### config.mk
export PLATFORM = sky130hd
export DESIGN_NAME = binary_gcd_unit
export DESIGN_NICKNAME = d
export VERILOG_FILES = /design/src/hw/rtl/bgcd_pkg.sv /design/src/hw/rtl/binary_gcd_unit.sv /design/src/hw/rtl/bgcd_ctrl.sv /design/src/hw/rtl/bgcd_datapath.sv
export VERILOG_INCLUDE_DIRS = /design/src /design/src/hw/rtl
export SDC_FILE = /design/constraint.sdc
export NUM_CORES = 1
export LEC_CHECK = 0
export ABC_AREA = 1
export BUFFER_PORTS_ARGS = -buffer_cell sky130_fd_sc_hd__buf_4
export CAP_MARGIN = 10
export CORE_ASPECT_RATIO = 0.7
export CORE_MARGIN = 3
export CORE_UTILIZATION = 45
export CTS_BUF_LIST = sky130_fd_sc_hd__clkbuf_16
export CTS_CLUSTER_SIZE = 10
export DETAILED_ROUTE_END_ITERATION = 6
export HOLD_SLACK_MARGIN = 0.03
export REMOVE_ABC_BUFFERS = 1
export SYNTH_ARGS = -nofsm -noshare
export SYNTH_HDL_FRONTEND = slang
export SYNTH_SLANG_ARGS = --single-unit
### constraint.sdc
create_clock -name clock -period 3.7 [get_ports clock]
set_input_delay 0 -clock clock [delete_from_list [all_inputs] [get_ports clock]]
set_output_delay 0 -clock clock [all_outputs]
set_load 0.02 [all_outputs]
### src/hw/rtl/assert_macros.svh
// Assertion macros for the RTL of the binary gcd unit.
// No dependencies; include by bare file name.
`ifndef ASSERT_MACROS_SVH
`define ASSERT_MACROS_SVH

// Property that must hold at every rising edge outside reset.
`define ASSERT_CLK(name, clk, rst, prop, msg) \
   name: assert property (@(posedge clk) disable iff (rst) (prop)) else $error(msg);

// Condition that must never be seen at a rising edge outside reset.
`define ASSERT_NEVER(name, clk, rst, cond, msg) \
   name: assert property (@(posedge clk) disable iff (rst) !(cond)) else $error(msg);

`endif

### src/hw/rtl/bgcd_pkg.sv
// Package of the binary gcd unit: widths, datapath operation codes and the
// command and status structs between controller and datapath. No dependencies.
`default_nettype none

package bgcd_pkg;

   // Width of the operand and result ports.
   localparam int FIELD_WIDTH = 32;

   // Default working width of the datapath.
   localparam int WIDTH_DEFAULT = 32;

   // Operations the controller asks of the datapath in one cycle.
   typedef enum logic [2:0] {
      OP_HOLD,
      OP_LOAD,
      OP_SHIFT_BOTH,
      OP_SHIFT_BIG,
      OP_SHIFT_SMALL,
      OP_SUBTRACT,
      OP_EMIT
   } op_type;

   // Command from controller to datapath.
   typedef struct packed {
      op_type op;
   } cmd_type;

   // Status from datapath to controller.
   typedef struct packed {
      logic small_zero;
      logic big_even;
      logic small_even;
   } status_type;

endpackage

`default_nettype wire

### src/hw/rtl/binary_gcd_unit.sv
// Top level of the binary gcd unit: controller plus datapath.
// Depends on bgcd_pkg, bgcd_ctrl, bgcd_datapath and assert_macros.svh.
//
// Usage: drive req_first_value and req_second_value and raise start while
// busy is low; the pair is taken at that rising edge and busy goes high.
// The unit returns gcd(first, second) by Stein's method, with gcd(x, 0) = x
// and gcd(0, 0) = 0. Operands are taken modulo 2^WIDTH.
// The result is on rsp_gcd_value for exactly one cycle, marked by rsp_valid;
// busy drops in that same cycle, so the next pair may be given then.
// Steps: after the load the result is emitted at once when an operand is
// zero; otherwise the datapath first strips factors of two from both
// operands, keeping count of the shared ones, then reduces the values by
// single-bit right shifts and subtractions until the smaller one is zero.
// The datapath carries out one such step per cycle.
// One pair is worked on at a time. The receiver cannot stall; a result beat
// is always taken in its strobe cycle. Synchronous reset returns the
// controller to idle and clears busy and the strobe.
`default_nettype none

`include "assert_macros.svh"

module binary_gcd_unit #(
   parameter int WIDTH = bgcd_pkg::WIDTH_DEFAULT
) (
   input  wire logic                             clock,
   input  wire logic                             reset,
   input  wire logic                             start,
   output logic                                  busy,
   input  wire logic [bgcd_pkg::FIELD_WIDTH-1:0] req_first_value,
   input  wire logic [bgcd_pkg::FIELD_WIDTH-1:0] req_second_value,
   output logic                                  rsp_valid,
   output logic [bgcd_pkg::FIELD_WIDTH-1:0]      rsp_gcd_value
);

   bgcd_pkg::cmd_type    cmd;
   bgcd_pkg::status_type status;

   // Sequencer.
   bgcd_ctrl u_ctrl (
      .clock  (clock),
      .reset  (reset),
      .start  (start),
      .busy   (busy),
      .status (status),
      .cmd    (cmd)
   );

   // Operand registers and arithmetic.
   bgcd_datapath #(
      .WIDTH (WIDTH)
   ) u_datapath (
      .clock            (clock),
      .reset            (reset),
      .cmd              (cmd),
      .status           (status),
      .req_first_value  (req_first_value),
      .req_second_value (req_second_value),
      .rsp_valid        (rsp_valid),
      .rsp_gcd_value    (rsp_gcd_value)
   );

   // A result beat ends the job, so the unit is free in its strobe cycle.
   `ASSERT_NEVER(a_strobe_while_busy, clock, reset, rsp_valid && busy, "result while busy")

   // An accepted pair keeps the unit busy in the next cycle.
   `ASSERT_CLK(a_accept_busy, clock, reset, (start && !busy) |=> busy, "accept not busy")

   // Busy only rises on an accepted start.
   `ASSERT_CLK(a_busy_rise, clock, reset, $rose(busy) |-> $past(start), "busy without start")

   // No two result beats in a row: after a result the controller is idle and must load a new pair first.
   `ASSERT_CLK(a_single_strobe, clock, reset, rsp_valid |=> !rsp_valid, "double result")

endmodule

`default_nettype wire

### src/hw/rtl/bgcd_ctrl.sv
// Controller of the binary gcd unit: sequences load, strip, shift, subtract and emit steps.
// Depends on bgcd_pkg for the command and status structs.
`default_nettype none

module bgcd_ctrl (
   input  wire logic                clock,
   input  wire logic                reset,
   input  wire logic                start,
   output logic                     busy,
   input  wire bgcd_pkg::status_type status,
   output bgcd_pkg::cmd_type        cmd
);

   typedef enum logic [1:0] {
      ST_IDLE,
      ST_STRIP,
      ST_ITER
   } state_type;

   state_type state_ff, state_in;
   logic      busy_ff, busy_in;

   // Next state and the command for the current cycle.
   always_comb begin
      state_in = state_ff;
      busy_in  = busy_ff;
      cmd.op   = bgcd_pkg::OP_HOLD;
      case (state_ff)
         ST_IDLE: begin
            if (start) begin
               cmd.op   = bgcd_pkg::OP_LOAD;
               state_in = ST_STRIP;
               busy_in  = 1'b1;
            end
         end
         ST_STRIP: begin
            // A zero smaller operand makes the larger one the answer.
            if (status.small_zero) begin
               cmd.op   = bgcd_pkg::OP_EMIT;
               state_in = ST_IDLE;
               busy_in  = 1'b0;
            end else if (status.big_even && status.small_even) begin
               cmd.op = bgcd_pkg::OP_SHIFT_BOTH;
            end else if (status.big_even) begin
               cmd.op = bgcd_pkg::OP_SHIFT_BIG;
            end else begin
               // The operand in the big register is odd now; start the reduction at once.
               state_in = ST_ITER;
               cmd.op   = status.small_even ? bgcd_pkg::OP_SHIFT_SMALL
                                            : bgcd_pkg::OP_SUBTRACT;
            end
         end
         ST_ITER: begin
            if (status.small_zero) begin
               cmd.op   = bgcd_pkg::OP_EMIT;
               state_in = ST_IDLE;
               busy_in  = 1'b0;
            end else if (status.small_even) begin
               cmd.op = bgcd_pkg::OP_SHIFT_SMALL;
            end else begin
               cmd.op = bgcd_pkg::OP_SUBTRACT;
            end
         end
         default: begin
            state_in = ST_IDLE;
            busy_in  = 1'b0;
         end
      endcase
   end

   // State and busy flag.
   always_ff @(posedge clock) begin
      if (reset) begin
         state_ff <= ST_IDLE;
         busy_ff  <= 1'b0;
      end else begin
         state_ff <= state_in;
         busy_ff  <= busy_in;
      end
   end

   assign busy = busy_ff;

endmodule

`default_nettype wire

### src/hw/rtl/bgcd_datapath.sv
// Datapath of the binary gcd unit: operand registers, shared-zero count,
// subtractors and the result register. Depends on bgcd_pkg.
`default_nettype none

module bgcd_datapath #(
   parameter int WIDTH = bgcd_pkg::WIDTH_DEFAULT
) (
   input  wire logic                                clock,
   input  wire logic                                reset,
   input  wire bgcd_pkg::cmd_type                   cmd,
   output bgcd_pkg::status_type                     status,
   input  wire logic [bgcd_pkg::FIELD_WIDTH-1:0]    req_first_value,
   input  wire logic [bgcd_pkg::FIELD_WIDTH-1:0]    req_second_value,
   output logic                                     rsp_valid,
   output logic [bgcd_pkg::FIELD_WIDTH-1:0]         rsp_gcd_value
);

   localparam int FW    = bgcd_pkg::FIELD_WIDTH;
   localparam int EXT_W = (WIDTH > FW) ? WIDTH : FW;
   localparam int CNT_W = $clog2(WIDTH);

   logic [WIDTH-1:0] big_ff, big_in;
   logic [WIDTH-1:0] small_ff, small_in;
   logic [CNT_W-1:0] shift_ff, shift_in;
   logic             valid_ff, valid_in;
   logic [FW-1:0]    value_ff, value_in;

   logic [EXT_W-1:0] first_ext, second_ext, result_ext;
   logic [WIDTH-1:0] first_op, second_op;
   logic [WIDTH:0]   diff_bs;
   logic [WIDTH-1:0] diff_sb;

   // Operands are taken modulo 2^WIDTH.
   assign first_ext  = EXT_W'(req_first_value);
   assign second_ext = EXT_W'(req_second_value);
   assign first_op   = first_ext[WIDTH-1:0];
   assign second_op  = second_ext[WIDTH-1:0];

   // Both differences; the borrow of the first tells which operand is larger.
   assign diff_bs = {1'b0, big_ff} - {1'b0, small_ff};
   assign diff_sb = small_ff - big_ff;

   // Restore the shared power of two and fit the result to the port.
   assign result_ext = EXT_W'(big_ff << shift_ff);

   assign status.small_zero = (small_ff == '0);
   assign status.big_even   = ~big_ff[0];
   assign status.small_even = ~small_ff[0];

   always_comb begin
      big_in   = big_ff;
      small_in = small_ff;
      shift_in = shift_ff;
      valid_in = 1'b0;
      value_in = value_ff;
      case (cmd.op)
         bgcd_pkg::OP_LOAD: begin
            shift_in = '0;
            if (first_op >= second_op) begin
               big_in   = first_op;
               small_in = second_op;
            end else begin
               big_in   = second_op;
               small_in = first_op;
            end
         end
         bgcd_pkg::OP_SHIFT_BOTH: begin
            big_in   = big_ff >> 1;
            small_in = small_ff >> 1;
            shift_in = shift_ff + CNT_W'(1);
         end
         bgcd_pkg::OP_SHIFT_BIG: begin
            big_in = big_ff >> 1;
         end
         bgcd_pkg::OP_SHIFT_SMALL: begin
            small_in = small_ff >> 1;
         end
         bgcd_pkg::OP_SUBTRACT: begin
            // The smaller odd value stays, the difference is reduced further.
            if (!diff_bs[WIDTH]) begin
               big_in   = small_ff;
               small_in = diff_bs[WIDTH-1:0];
            end else begin
               small_in = diff_sb;
            end
         end
         bgcd_pkg::OP_EMIT: begin
            valid_in = 1'b1;
            value_in = result_ext[FW-1:0];
         end
         default: begin
         end
      endcase
   end

   // Working registers and result payload.
   always_ff @(posedge clock) begin
      big_ff   <= big_in;
      small_ff <= small_in;
      shift_ff <= shift_in;
      value_ff <= value_in;
   end

   // Result strobe.
   always_ff @(posedge clock) begin
      if (reset) begin
         valid_ff <= 1'b0;
      end else begin
         valid_ff <= valid_in;
      end
   end

   assign rsp_valid     = valid_ff;
   assign rsp_gcd_value = value_ff;

endmodule

`default_nettype wire
Word level (Yosys, flattened, before mapping)
Cells that the tools add are included.
- bits in registers: 105
- input port bits: 67
- add/subtract/negate cells: 3
- magnitude comparators: 1
- eq/ne operators: 14
- shifts and indexed selects: 1
- multiplexer cells: 24
- bitwise operators: 2
- reductions and logical operators: 12
- operators with widths (operator ; count):
    32-bit case mux with 3 select lines ; 2
    32-bit two-way mux ; 4
    32-bit by 32-bit subtractor with 33-bit output ; 1
    32-bit >= comparator ; 1
    32-bit logical NOT ; 1
    32-bit by 5-bit << shifter with 32-bit output ; 1
    32-bit subtractor ; 1
    3-bit two-way mux ; 4
    2-bit two-way mux ; 5
    5-bit case mux with 2 select lines ; 1
    3-bit == test, second input constant ; 3
    3-bit case mux with 3 select lines ; 1
    3-bit by 2-bit == test with 1-bit output, second input constant ; 2
    2-bit inequality test, second input constant ; 3
    2-bit case mux with 3 select lines ; 1
    3-bit nonzero test ; 2
    2-bit OR reduction ; 3
    5-bit by 1-bit adder with 5-bit output, second input constant ; 1
    1-bit two-way mux ; 5
    2-bit AND reduction ; 2
    4-bit AND reduction ; 1
    3-bit by 1-bit == test with 1-bit output, second input constant ; 1
    3-bit by 2-bit inequality test with 1-bit output, second input constant ; 1
    3-bit inequality test, second input constant ; 1
    8 further kinds ; 9

Longest topological paths before layout
- word-level depth: 9
- gate-level depth with buffers: 19
- gate-level depth less buffers: 18

Modules after synthesis
A second synthesis with hierarchy kept.
- cells, all modules: 2094
- area, all modules: 12779.8 µm²
- by module, submodules not included (module ; instances ; cells each ; area an instance (µm²) ; sequential area each (µm²)):
    bgcd_datapath ; 1 ; 2049 ; 12467.0 ; 3052.9
    bgcd_ctrl ; 1 ; 45 ; 312.8 ; 60.1

Worst setup path before layout
No wires, ideal clock.
- path type: register to register
- start point: register u_datapath.small_ff[1]
- end point: register u_datapath.value_ff[0], in the netlist u_datapath.rsp_gcd_value[0], enable pin
- library setup time: 0.421 ns
- data arrival time: 2.681 ns
- data required time: 3.279 ns
- slack: 0.598 ns
- cell stages (with the launch flop): 12
- clock period less this slack: 3.102 ns
- path through: edfxtp_1 > inv_2 > nand2_1 > nor2_1 > nand2_1 > nor2_1 > nand2_1 > nand3_1 > nand2_1 > inv_2 > nand2_1 > nor2_1
- cells in the longest elaborated chain, start to end: 4
- ends and longest elaborated chain (element ; RTL line ; RTL):
    start: declaration ; bgcd_datapath.sv:23 ; logic [WIDTH-1:0] small_ff, small_in;
    start signal: assignment ; bgcd_datapath.sv:99 ; small_ff <= small_in;
    32-bit logical NOT (*) ; bgcd_datapath.sv:46 ; assign status.small_zero = (small_ff == '0);
    3-bit two-way mux, on equally long branches ; bgcd_ctrl.sv:54, bgcd_ctrl.sv:38 ;
    3-bit case mux with 3 select lines (*) ; bgcd_ctrl.sv:28 ; case (state_ff)
    3-bit == test (*) ; bgcd_datapath.sv:56 ; case (cmd.op)
    end signal: assignment ; bgcd_datapath.sv:101 ; value_ff <= value_in;
    end: declaration ; bgcd_datapath.sv:26 ; logic [FW-1:0] value_ff, value_in;
Mark *: on every way between the ends. The rest lies on a longest branch, timed or not.
A chain may end at the register's enable or synchronous reset.

Worst setup path after layout
- start point: register u_datapath.big_ff[0]
- end point: register u_datapath.small_ff[14] (data pin)
- cells in the longest elaborated chain, start to end: 8
- ends and longest elaborated chain (element ; RTL line ; RTL):
    start: declaration ; bgcd_datapath.sv:22 ; logic [WIDTH-1:0] big_ff, big_in;
    start signal: assignment ; bgcd_datapath.sv:98 ; big_ff <= big_in;
    parallel branches: the longest is 7 deep, another holds 32-bit by 32-bit subtractor with 33-bit output ; -- ;
    32-bit case mux with 3 select lines (*) ; bgcd_datapath.sv:56 ;
    named net u_datapath.small_in[14] ; bgcd_datapath.sv:23 ;
Mark *: on every way through the listed nets, which the timed path passes.

==> impl_metrics.tcl <==
set metrics [dict create \
    status "complete, no violations" \
    firstDrtPassIters 5 \
    initial_utilization_pct 46.31 \
    synth_fa_ha_area_share_pct 10.42 \
    min_from "req_first_value[9]" \
    first_global_vias 12220 \
    synth_area_um2 12520 \
    synth_most_common_cell "nand2_1" \
    synth_top_family_by_area "simple AND/OR/NAND/NOR gates" \
    grt_pass1_wl_um 71990 \
    yosysWarnings 0 \
    rows 50 \
    placement.io_buffers 100 \
    core-area_um2 27030 \
    final_cells 2517 \
    cp_cell_sequence "inv_2 > ha_1 > inv_1 > fa_1 > nand2_1 > nand2_1 > nand2_1 > nand2_1 > nand2_1 > nand2_2 > a21oi_2 > buf_12 > nand2_1 > nand2_1 > nor2_1 > a21oi_1 > nand2_1" \
    boundaryPins 101 \
    finalClockSkew_ps 14.71 \
    worstReg2RegEnd "u_datapath.small_ff[14]" \
    syn_to_final_growth_pct 12.26 \
    slowest_delay_ps 590 \
    synth_compound_area_share_pct 13.05 \
    regToRegStartpoint "u_datapath.big_ff[0]" \
    synth_ff_type "edfxtp_1" \
    synth-edff-count 101 \
    syn-mean-instance-area_um2 6.052 \
    cts.clk_slew.worst_paths_ps 90 \
    grt_usage_pct 31.28 \
    clk_path_buf_depth 2 \
    ys_types 42 \
    synth_top_cell_by_area "nand2_1" \
    drtAntennaViolNets 0 \
    die_area_um2 29880 \
    cp.arrival_ps 3620 \
    cts_htree_levels 3 \
    drc 0 \
    synth_commonest_cells "842 x nand2_1, 300 x inv_1, 145 x o21ai_0" \
    root_buffer "clkbuf_16" \
    drive_gt1_share_pct 8.686 \
    n_antenna_cell 0 \
    nNetsFinal 2318 \
    ys_top_cells_by_area "nand2_1 25%, edfxtp_1 24%, ha_1 10%" \
    fp.dieW_um 205.3 \
    slew_violations 0 \
    timing.final.crit_share_pct 94.16 \
    clock-sinks 105 \
    synth_async_sr_flop_share_pct 0 \
    maxCapViolCount 0 \
    cp-end-kind "flip-flop" \
    grt_max_degree 47 \
    start_kind "flip-flop" \
    yosys.area.top_type_share_pct 25.25 \
    rsz0062_at_grt "no" \
    critPathLaunch "u_datapath.big_ff[0]" \
    crit_fanout 23 \
    clock_latency_ps 370 \
    synthXorXnorAreaFrac_pct 1.749 \
    synthMuxAreaShare_pct 1.200 \
    avgRoutedWirePerCell_um 18.71 \
    syn_inst 2068 \
    reg2reg_slack_ps 220 \
    min_delay_worst_endpoint "u_datapath.big_ff[9]" \
    cts_resized 0 \
    period_minus_slack_ps 3484 \
    setup_viol 0 \
    final_core_util_pct 51.99 \
    worst_pin_slew_ps 1072 \
    cts_tree "done" \
    ys_seq_elements 105 \
    die_h_um 145.5 \
    cts_made_buffers 9 \
    crit_top_cell "nand2_1" \
    grt_overflow 0 \
    hold_viol 0 \
    place_congestion 1.007 \
    vias 13580 \
    synthSimpleGateAreaFrac_pct 36.23 \
    hpwl_um 38730 \
    dp_cells 2497 \
    finalSetupTns_ps 0 \
    cp_slowest_cell "fa_1" \
    drt-total-wl_um 47100 \
    drt_iter0_drc 1584 \
    rr_worst_depth 17 \
    viasPerCell 5.394 \
    yosysSeqAreaShare_pct 24.87 \
    antenna_found_initial 0 \
    whs_path_depth 5 \
    worstPathRequired_ps 3840 \
    hp-class "input port to flip-flop" \
    critPathKind "flip-flop to flip-flop" \
    fmax_ghz 0.2870 \
    slew_headroom_pct 28.52 \
]
-- critical path, delay by kind of cell, from the launching register on --
kind / cells / cell delay [ps]
AND/OR/NAND/NOR: 10 / 1090
adder cells (fa/ha/maj): 2 / 880
buffers and inverters: 3 / 490
flip-flops: 1 / 420
AO/OA/AOI/OAI: 2 / 360
-- metal layers --
metal	global-route usage (%)	share of wire (%)	vias to the layer above
met5	0	0	-
met4	5.121	1.5	0
met3	9.680	14	30
met2	38.21	35	656
met1	52.32	50	6189
li1	-	-	6701
-- sequential cells by signal (all words and copies together), names as in the netlist --
name / count
u_datapath.shift_ff: 5
u_datapath.rsp_gcd_value: 32
u_datapath.rsp_valid: 1
u_datapath.big_ff: 32
u_ctrl.busy: 1
u_datapath.small_ff: 32
u_ctrl.state_ff: 2
-- cells by family (layout without fill, tap and decap cells) --
logic type,count (synthesis),after routing
xor+xnor,25,25
compound gates,298,298
mux,15,15
flops,105,105
fa+ha+maj,103,103
simple gates,1131,1131
buf+inv,391,476
-- worst max path at each step --
| stage | end | cells past startpoint | slack, ps |
|---|---|---|---|
| 6_report | u_datapath.small_ff[14] | 17 | 220 |
| 5_1_grt | u_datapath.small_ff[14] | 17 | 90 |
| 4_1_cts | u_datapath.big_ff[24] | 16 | 340 |
| 3_5_place_dp | u_datapath.big_ff[26] | 16 | 360 |
| 3_3_place_gp | u_datapath.big_ff[26] | 16 | 360 |
| 2_1_floorplan | u_datapath.small_ff[0] | 13 | 410 |
-- layout make-up --
| class | instances | area [um2] |
|---|---|---|
| Timing Repair Buffer | 144 | 1166 |
| Multi-Input combinational cell | 1572 | 7843 |
| Tap cell | 364 | 455.4 |
| Clock buffer | 9 | 225.2 |
| Fill cell | 2887 | 12980 |
| Clock inverter | 7 | 61.31 |
| Inverter | 316 | 1186 |
| Sequential cell | 105 | 3113 |
-- cell usage in the layout, fill, tap and decap left out, types with 33 or more instances in the layout --
cell	n
nand2_1	842
inv_1	300
o21ai_0	145
buf_4	134
nor2_1	124
nand3_1	117
ha_1	101
edfxtp_1	101
a21oi_1	94
a22oi_1	33
-- stage by stage --
step	area, um2	setup slack, ps	hold slack (ps)
after global routing	14050	94.92	76.01
after floorplan	12140	413.6	69.07
after detailed placement	13720	358.6	195.3
after CTS	14050	339.6	34.93
after global placement	13720	355.3	191.9
final	14050	216.2	40.62
-- repair_timing --
| action | CTS | global route |
|---|---|---|
| hold buffers | 4 | 0 |
| hold endpoints to repair | 6 | 0 |
| buffers inserted | 0 | 0 |
Power is left out: the tool's default activity adds up to more than one toggle a clock period on the data nets, which glitch-free logic cannot reach.
